File: src/rtl/core/mfbs_pkg.sv
// mfbs_pkg: shared types, constants and the start code classifier
// used by the frame boundary scanner interfaces and core modules
`default_nettype none

package mfbs_pkg;

    localparam int unsigned BYTE_W    = 8;
    localparam int unsigned HIST_W    = 3 * BYTE_W;
    localparam int unsigned CLASS_W   = 3;

    localparam logic [HIST_W-1:0] HIST_RESET = 24'hFF_FFFF;
    localparam logic [HIST_W-1:0] PREFIX     = 24'h00_0001;

    localparam logic [BYTE_W-1:0] CODE_PICTURE   = 8'h00;
    localparam logic [BYTE_W-1:0] CODE_SLICE_LO  = 8'h01;
    localparam logic [BYTE_W-1:0] CODE_SLICE_HI  = 8'hAF;
    localparam logic [BYTE_W-1:0] CODE_USER      = 8'hB2;
    localparam logic [BYTE_W-1:0] CODE_SEQUENCE  = 8'hB3;
    localparam logic [BYTE_W-1:0] CODE_EXTENSION = 8'hB5;
    localparam logic [BYTE_W-1:0] CODE_GOP       = 8'hB8;

    typedef logic [BYTE_W-1:0] t_byte;

    typedef enum logic [CLASS_W-1:0] {
        CLS_NONE      = 3'd0,
        CLS_PICTURE   = 3'd1,
        CLS_SLICE     = 3'd2,
        CLS_USER      = 3'd3,
        CLS_SEQUENCE  = 3'd4,
        CLS_EXTENSION = 3'd5,
        CLS_GOP       = 3'd6,
        CLS_OTHER     = 3'd7
    } t_code_class;

    function automatic t_code_class classify(input t_byte v);
        t_code_class c;
        if (v == CODE_PICTURE) begin
            c = CLS_PICTURE;
        end else if (v >= CODE_SLICE_LO && v <= CODE_SLICE_HI) begin
            c = CLS_SLICE;
        end else if (v == CODE_USER) begin
            c = CLS_USER;
        end else if (v == CODE_SEQUENCE) begin
            c = CLS_SEQUENCE;
        end else if (v == CODE_EXTENSION) begin
            c = CLS_EXTENSION;
        end else if (v == CODE_GOP) begin
            c = CLS_GOP;
        end else begin
            c = CLS_OTHER;
        end
        return c;
    endfunction

endpackage

`default_nettype wire

File: src/rtl/core/mfbs_ifs.sv
// mfbs_ifs: valid/ready channel interfaces for stream bytes and scan results
// depends on mfbs_pkg
`default_nettype none

interface mfbs_byte_if;
    import mfbs_pkg::*;

    logic  valid;
    logic  ready;
    t_byte data_byte;

    modport source (output valid, output data_byte, input ready);
    modport sink   (input valid, input data_byte, output ready);
endinterface

interface mfbs_result_if;
    import mfbs_pkg::*;

    logic        valid;
    logic        ready;
    logic        code_found;
    t_byte       code_value;
    t_code_class code_class;
    logic        frame_end;
    logic        frame_open;

    modport source (output valid, output code_found, output code_value,
                    output code_class, output frame_end, output frame_open,
                    input ready);
    modport sink   (input valid, input code_found, input code_value,
                    input code_class, input frame_end, input frame_open,
                    output ready);
endinterface

`default_nettype wire

File: src/rtl/core/mfbs_in_reg.sv
// mfbs_in_reg: input register stage for stream bytes
// depends on mfbs_pkg and mfbs_ifs
`default_nettype none

module mfbs_in_reg (
    input  wire            i_clk,
    input  wire            i_rst_n,
    mfbs_byte_if.sink      i_byte,
    input  wire            i_advance,
    output logic           o_valid,
    output mfbs_pkg::t_byte o_data
);
    import mfbs_pkg::*;

    logic  r_valid;
    t_byte r_data;
    logic  n_valid;

    // register may take a new byte when empty or when its content moves on
    assign i_byte.ready = !r_valid || i_advance;

    always_comb begin
        n_valid = r_valid;
        if (i_byte.ready) begin
            n_valid = i_byte.valid;
        end
    end

    always_ff @(posedge i_clk) begin
        if (!i_rst_n) begin
            r_valid <= 1'b0;
        end else begin
            r_valid <= n_valid;
        end
    end

    always_ff @(posedge i_clk) begin
        if (i_byte.valid && i_byte.ready) begin
            r_data <= i_byte.data_byte;
        end
    end

    assign o_valid = r_valid;
    assign o_data  = r_data;

endmodule

`default_nettype wire

File: src/rtl/core/mfbs_detect.sv
// mfbs_detect: byte history, start code detection, frame tracking and result register
// depends on mfbs_pkg and mfbs_ifs
`default_nettype none

module mfbs_detect (
    input  wire             i_clk,
    input  wire             i_rst_n,
    input  wire             i_valid,
    input  wire mfbs_pkg::t_byte i_data,
    output logic            o_advance,
    mfbs_result_if.source   o_result
);
    import mfbs_pkg::*;

    logic [HIST_W-1:0] r_hist;
    logic              r_in_frame;
    logic [HIST_W-1:0] n_hist;
    logic              n_in_frame;

    logic        r_out_valid;
    logic        r_found;
    t_byte       r_value;
    t_code_class r_class;
    logic        r_end;
    logic        r_open;

    logic        found;
    t_code_class cls;
    logic        ends;

    assign o_advance = i_valid && (!r_out_valid || o_result.ready);

    always_comb begin
        found      = (r_hist == PREFIX);
        cls        = found ? classify(i_data) : CLS_NONE;
        ends       = 1'b0;
        n_in_frame = r_in_frame;
        n_hist     = {r_hist[HIST_W-BYTE_W-1:0], i_data};
        if (found && !r_in_frame && cls == CLS_SLICE) begin
            n_in_frame = 1'b1;
        end else if (found && r_in_frame && cls != CLS_SLICE) begin
            // closing code bytes may not seed a later prefix
            ends       = 1'b1;
            n_in_frame = 1'b0;
            n_hist     = HIST_RESET;
        end
    end

    always_ff @(posedge i_clk) begin
        if (!i_rst_n) begin
            r_hist      <= HIST_RESET;
            r_in_frame  <= 1'b0;
            r_out_valid <= 1'b0;
        end else begin
            if (o_advance) begin
                r_hist     <= n_hist;
                r_in_frame <= n_in_frame;
            end
            if (o_advance) begin
                r_out_valid <= 1'b1;
            end else if (o_result.ready) begin
                r_out_valid <= 1'b0;
            end
        end
    end

    always_ff @(posedge i_clk) begin
        if (o_advance) begin
            r_found <= found;
            r_value <= found ? i_data : '0;
            r_class <= cls;
            r_end   <= ends;
            r_open  <= n_in_frame;
        end
    end

    assign o_result.valid      = r_out_valid;
    assign o_result.code_found = r_found;
    assign o_result.code_value = r_value;
    assign o_result.code_class = r_class;
    assign o_result.frame_end  = r_end;
    assign o_result.frame_open = r_open;

endmodule

`default_nettype wire

File: src/rtl/core/mpeg_frame_boundary_scanner.sv
// mpeg_frame_boundary_scanner: start code scanner and frame boundary finder, top level
// result path: a byte passes the input register, then the result register in mfbs_detect
// throughput: one byte per cycle while o_result.ready is high; mfbs_detect updates the history once per byte
// reset (synchronous, active low): both stages empty, history all ones, no frame open
// depends on mfbs_pkg, mfbs_ifs, mfbs_in_reg, mfbs_detect
`default_nettype none

module mpeg_frame_boundary_scanner (
    input  wire           i_clk,
    input  wire           i_rst_n,
    mfbs_byte_if.sink     i_byte,
    mfbs_result_if.source o_result
);
    import mfbs_pkg::*;

    logic  s1_valid;
    t_byte s1_data;
    logic  s1_advance;

    mfbs_in_reg u_in_reg (
        .i_clk     (i_clk),
        .i_rst_n   (i_rst_n),
        .i_byte    (i_byte),
        .i_advance (s1_advance),
        .o_valid   (s1_valid),
        .o_data    (s1_data)
    );

    mfbs_detect u_detect (
        .i_clk     (i_clk),
        .i_rst_n   (i_rst_n),
        .i_valid   (s1_valid),
        .i_data    (s1_data),
        .o_advance (s1_advance),
        .o_result  (o_result)
    );

endmodule

`default_nettype wire
File: src/flat_wrapper.sv
// flat-port wrapper written by rule: the top's interface ports become plain ports
module mpeg_frame_boundary_scanner_flat import mfbs_pkg::*;
  (i_clk, i_rst_n, i_byte_valid, i_byte_data_byte, i_byte_ready, o_result_valid, o_result_code_found, o_result_code_value, o_result_code_class, o_result_frame_end, o_result_frame_open, o_result_ready);
  mfbs_byte_if i_byte_i ();
  mfbs_result_if o_result_i ();
  input  wire i_clk;
  input  wire i_rst_n;
  input wire logic [$bits(i_byte_i.valid)-1:0] i_byte_valid;
  input wire logic [$bits(i_byte_i.data_byte)-1:0] i_byte_data_byte;
  output wire logic [$bits(i_byte_i.ready)-1:0] i_byte_ready;
  output wire logic [$bits(o_result_i.valid)-1:0] o_result_valid;
  output wire logic [$bits(o_result_i.code_found)-1:0] o_result_code_found;
  output wire logic [$bits(o_result_i.code_value)-1:0] o_result_code_value;
  output wire logic [$bits(o_result_i.code_class)-1:0] o_result_code_class;
  output wire logic [$bits(o_result_i.frame_end)-1:0] o_result_frame_end;
  output wire logic [$bits(o_result_i.frame_open)-1:0] o_result_frame_open;
  input wire logic [$bits(o_result_i.ready)-1:0] o_result_ready;
  assign i_byte_i.valid = i_byte_valid;
  assign i_byte_i.data_byte = i_byte_data_byte;
  assign i_byte_ready = i_byte_i.ready;
  assign o_result_valid = o_result_i.valid;
  assign o_result_code_found = o_result_i.code_found;
  assign o_result_code_value = o_result_i.code_value;
  assign o_result_code_class = o_result_i.code_class;
  assign o_result_frame_end = o_result_i.frame_end;
  assign o_result_frame_open = o_result_i.frame_open;
  assign o_result_i.ready = o_result_ready;
  mpeg_frame_boundary_scanner u_core (.i_clk(i_clk), .i_rst_n(i_rst_n), .i_byte(i_byte_i), .o_result(o_result_i));
endmodule
File: config.mk
export PLATFORM = sky130hd
export DESIGN_NAME = mpeg_frame_boundary_scanner_flat
export DESIGN_NICKNAME = d
export VERILOG_FILES = /design/src/rtl/core/mfbs_pkg.sv /design/src/rtl/core/mfbs_ifs.sv /design/src/rtl/core/mfbs_in_reg.sv /design/src/rtl/core/mfbs_detect.sv /design/src/rtl/core/mpeg_frame_boundary_scanner.sv /design/src/flat_wrapper.sv
export SDC_FILE = /design/constraint.sdc
export NUM_CORES = 1
export LEC_CHECK = 0
export BUFFER_PORTS_ARGS = -buffer_cell sky130_fd_sc_hd__buf_2
export CORE_MARGIN = 2
export CORE_UTILIZATION = 30
export DETAILED_ROUTE_END_ITERATION = 6
export GPL_TIMING_DRIVEN = 0
export SLEW_MARGIN = 10
export SYNTH_ARGS = -nofsm -noshare
export SYNTH_HDL_FRONTEND = slang
export SYNTH_SLANG_ARGS = --single-unit
File: constraint.sdc
create_clock -name i_clk -period 2.1 [get_ports i_clk]
set_input_delay 0.525 -clock i_clk [delete_from_list [all_inputs] [get_ports i_clk]]
set_output_delay 0.525 -clock i_clk [all_outputs]
set_load 0.1 [all_outputs]
==> impl_results.md <==
- Final period util: 97.8%
- Total CTS buffers: 5
- DR iter-0 viols: 60
- First-pass GRT wire length: ~6500 um
- Layout Area Growth over Synthesis: 21.9%
- DR DRC count: 0
- Worst-case reg-to-reg path depth: 6
- PortBufs: 26
- Core region area: around 6800 sq um
- Final hold vios: 0
- Clock Latency Late Sink: 300 ps
- Run status: complete, no violations
- Gr usage total: 11.2%
- Crit path DAT: 2290 ps
- Clock transition at the registers of the reported paths: approximately 90 ps
- Max Clock Freq: 487 MHz
- CTS H-tree lvls: 2
- Fin area: 2570 sq um
- HPWL Detailed: 2730 um
- Placed Instances: 286
- Post-Syn Area: 2110 sq um
- Largest stage delay, worst path: 570 ps
- HP Start: i_byte_data_byte[6]
- Class of the worst hold path: input pin to flip-flop
- Worst Tran Pin Value: between 600 and 700 ps
- Mapped Nets: between 150 and 200
- Layout Cells excl Fill: about 310
- Initial antenna violation count: 0
- Drt total wl: 4210 um
- Critical path fanouts, max: 10
- Worst path slowest cell: or4_1
- Seq cells post-synth: 49
- Most frequent cells in the layout: buf_2 (26), dfxtp_1 (26), mux2i_1 (23)
- Initial DRT Pass Iterations: 4
- Minimum hold slack: 390 ps
- Layout cells sized above 1: 38.2%
- Leakage: 1.03 nW
- I/O pin cnt: 28
- Antenna Violating Nets Remaining: 0
- CP startpoint kind: flip-flop
- Multi-input logic area: approximately 820 sq um
- Cell Rows: 30
- CTS Root Cell: clkbuf_8
- Final min period: 2050 ps
- CTS tree: done
- CP Class: flip-flop to flip-flop
- Vias/cell: roughly 4.6
- CP Data Required Time: ~2300 ps
- Slew headroom: 55.2%
- Worst-path cell chain: nor4_4, a22oi_2, or4_1, buf_6, buf_12, nand3_2
- Setup violators final: 0
- Overall Power: between 1.5 and 2 mW
- Worst Skew: 15.1 ps
- R2R Setup Slk: 50 ps
- Post-Synthesis Cells: about 160
- Reg2reg start: u_core.u_in_reg.o_data[3]$_DFFE_PP_
- Synth warn: 0
- Die width: 87.8 um
- Wire per inst: 13.7 um
- Fin nets: 223
- Setup TNS: 0 ps
- Max Cap Viol: 0
- Cell area power density: 711 nW/um^2
- Die area: 7710 sq um
- Synth cell types: 34
- Vias in the first global route: 1294
- Max-slew violation count: 0
- VDD IR-drop max: roughly 0.00023 V
- Number of diodes: 0
- Fillcell total: a little under 700
- Post-Syn Area per Cell: 12.8 sq um
- Seq/Total Area, Yosys: 57.0%
- Post-DP Area: roughly 2400 sq um
- Clock Sinks: roughly 50
- Register area: 1200 sq um
- Total number of vias: 1413
- Pin count of the biggest net entering global routing: 24
- CTS Buffer Depth: 2
- WHS Path Cells: 1
- Starting density of the core: 31.0%
- Grt total ovfl: 0
- Routability congestion estimate: 0.770
- FF-to-FF End: u_core.u_detect.r_hist[13]$_SDFFE_PN1P_
- WHS Endpoint: u_core.u_in_reg.o_data[6]$_DFFE_PP_
- Die H: approximately 90 um
- Critical Path Sink Type: flip-flop
cells in the mapped netlist:
cell type,instances,area (sq um)
mux2i_1,23,230
a32oi_1,1,8.76
edfxtp_1,22,661
mux2_2,1,11.3
nor2_1,6,22.5
nand4_1,2,12.5
and3_1,9,56.3
a311oi_1,1,8.76
and4_1,1,8.76
and2_1,2,12.5
a22oi_2,1,12.5
a211oi_1,1,7.51
inv_1,3,11.3
a21oi_1,2,10.0
o22ai_1,1,6.26
clkbuf_1,7,26.3
a21o_1,2,15.0
nor2b_1,1,6.26
buf_6,1,11.3
xor2_1,1,8.76
nand3_1,5,25.0
nand2_1,7,26.3
nor3_1,1,5.00
nand2b_1,2,12.5
nor4_4,2,42.5
or4_1,1,7.51
dfxtp_1,27,541
nor4b_1,1,8.76
nor3b_1,1,7.51
buf_2,1,5.00
nor4_1,5,31.3
nand3_2,20,200
o31ai_1,1,7.51
buf_12,2,40.0
layer usage:
metal / up-vias / global-route usage, % / wire length, um
met5: - / 0 / 0
met4: 0 / 4.90 / 116
met3: 9 / 2.83 / 124
met2: 27 / 18.5 / 1970
met1: 672 / 13.9 / 2000
li1: 705 / - / -
critical path: cells and delay by family (launching register included):
kind,cells,cell delay (ps)
compound gates,1,180
buf+inv,2,320
flops,1,490
simple gates,3,1000
cell type report:
| class | count | share of cell area [%] |
|---|---|---|
| sequential | 49 | 46.8 |
| multi-input combinational | 101 | 32.1 |
| timing repair buffer | 42 | 9.74 |
| tap | 96 | 4.68 |
| buffer | 9 | 3.02 |
| clock buffer | 7 | 2.97 |
| inverter | 3 | 0.438 |
| clock inverter | 1 | 0.292 |
worst max path at each step:
stage / end / startpoint / cells past startpoint / slack [ps]
3_5_place_dp: u_core.u_detect.r_hist[16]$_SDFFE_PN1P_ / o_result_ready / 6 / -160
3_3_place_gp: u_core.u_detect.o_result.frame_open$_DFFE_PP_ / u_core.u_detect.r_hist[1]$_SDFFE_PN1P_ / 6 / -150
4_1_cts: u_core.u_detect.r_hist[13]$_SDFFE_PN1P_ / u_core.u_in_reg.o_data[7]$_DFFE_PP_ / 6 / 20
5_1_grt: u_core.u_detect.r_hist[13]$_SDFFE_PN1P_ / u_core.u_in_reg.o_data[3]$_DFFE_PP_ / 6 / -8
2_1_floorplan: u_core.u_detect.r_hist[15]$_SDFFE_PN1P_ / u_core.u_detect.o_result.valid$_SDFFE_PN0P_ / 5 / 90
6_report: u_core.u_detect.r_hist[13]$_SDFFE_PN1P_ / u_core.u_in_reg.o_data[3]$_DFFE_PP_ / 6 / 50
sequential cells by signal, summed over array words and instances (netlist names):
name,count
u_core.u_detect.o_result.code_value,8
u_core.u_detect.o_result.code_class,3
u_core.u_in_reg.o_data,8
u_core.u_detect.o_result.valid,1
u_core.u_detect.o_result.frame_end,1
u_core.u_detect.o_result.frame_open,1
u_core.u_detect.r_in_frame,1
u_core.u_detect.o_result.code_found,1
u_core.u_detect.r_hist,24
u_core.u_in_reg.o_valid,1
report_power, final:
group          switching, mW  total, mW  internal (mW)  leakage, nW
Combinational          0.154      0.225         0.0710        0.559
Clock                  0.305      0.542          0.236       0.0385
Sequential            0.0290       1.06           1.03        0.433
repair_timing:
action	4_1_cts	5_1_grt
endpoints found under the setup margin	1	23
hold buffers	0	0
buffers inserted	0	16
hold endpoints to repair	0	0
pin swaps	0	3
gates resized for setup	1	3
through the flow:
step	setup WS, ps	util, %
after global routing	-7.71	37.8
after global placement	-154	34.8
after floorplan	85.8	-
final	45.3	37.8
after CTS	23.2	35.9
after detailed placement	-162	34.8
kinds of logic (layout without fill, tap and decap cells):
logic type                count (synthesis)  after routing  share of synthesized area (%)
AOI/OAI and AO/OA                        10             10                           3.62
xor gates and xnor gates                  1              1                          0.416
buffers and inverters                    14             62                           4.45
DFF                                      49             49                           57.0
muxes                                    24             24                           11.5
and+or+nand+nor                          66             66                           23.0
(Power assumes the default switching activity.)
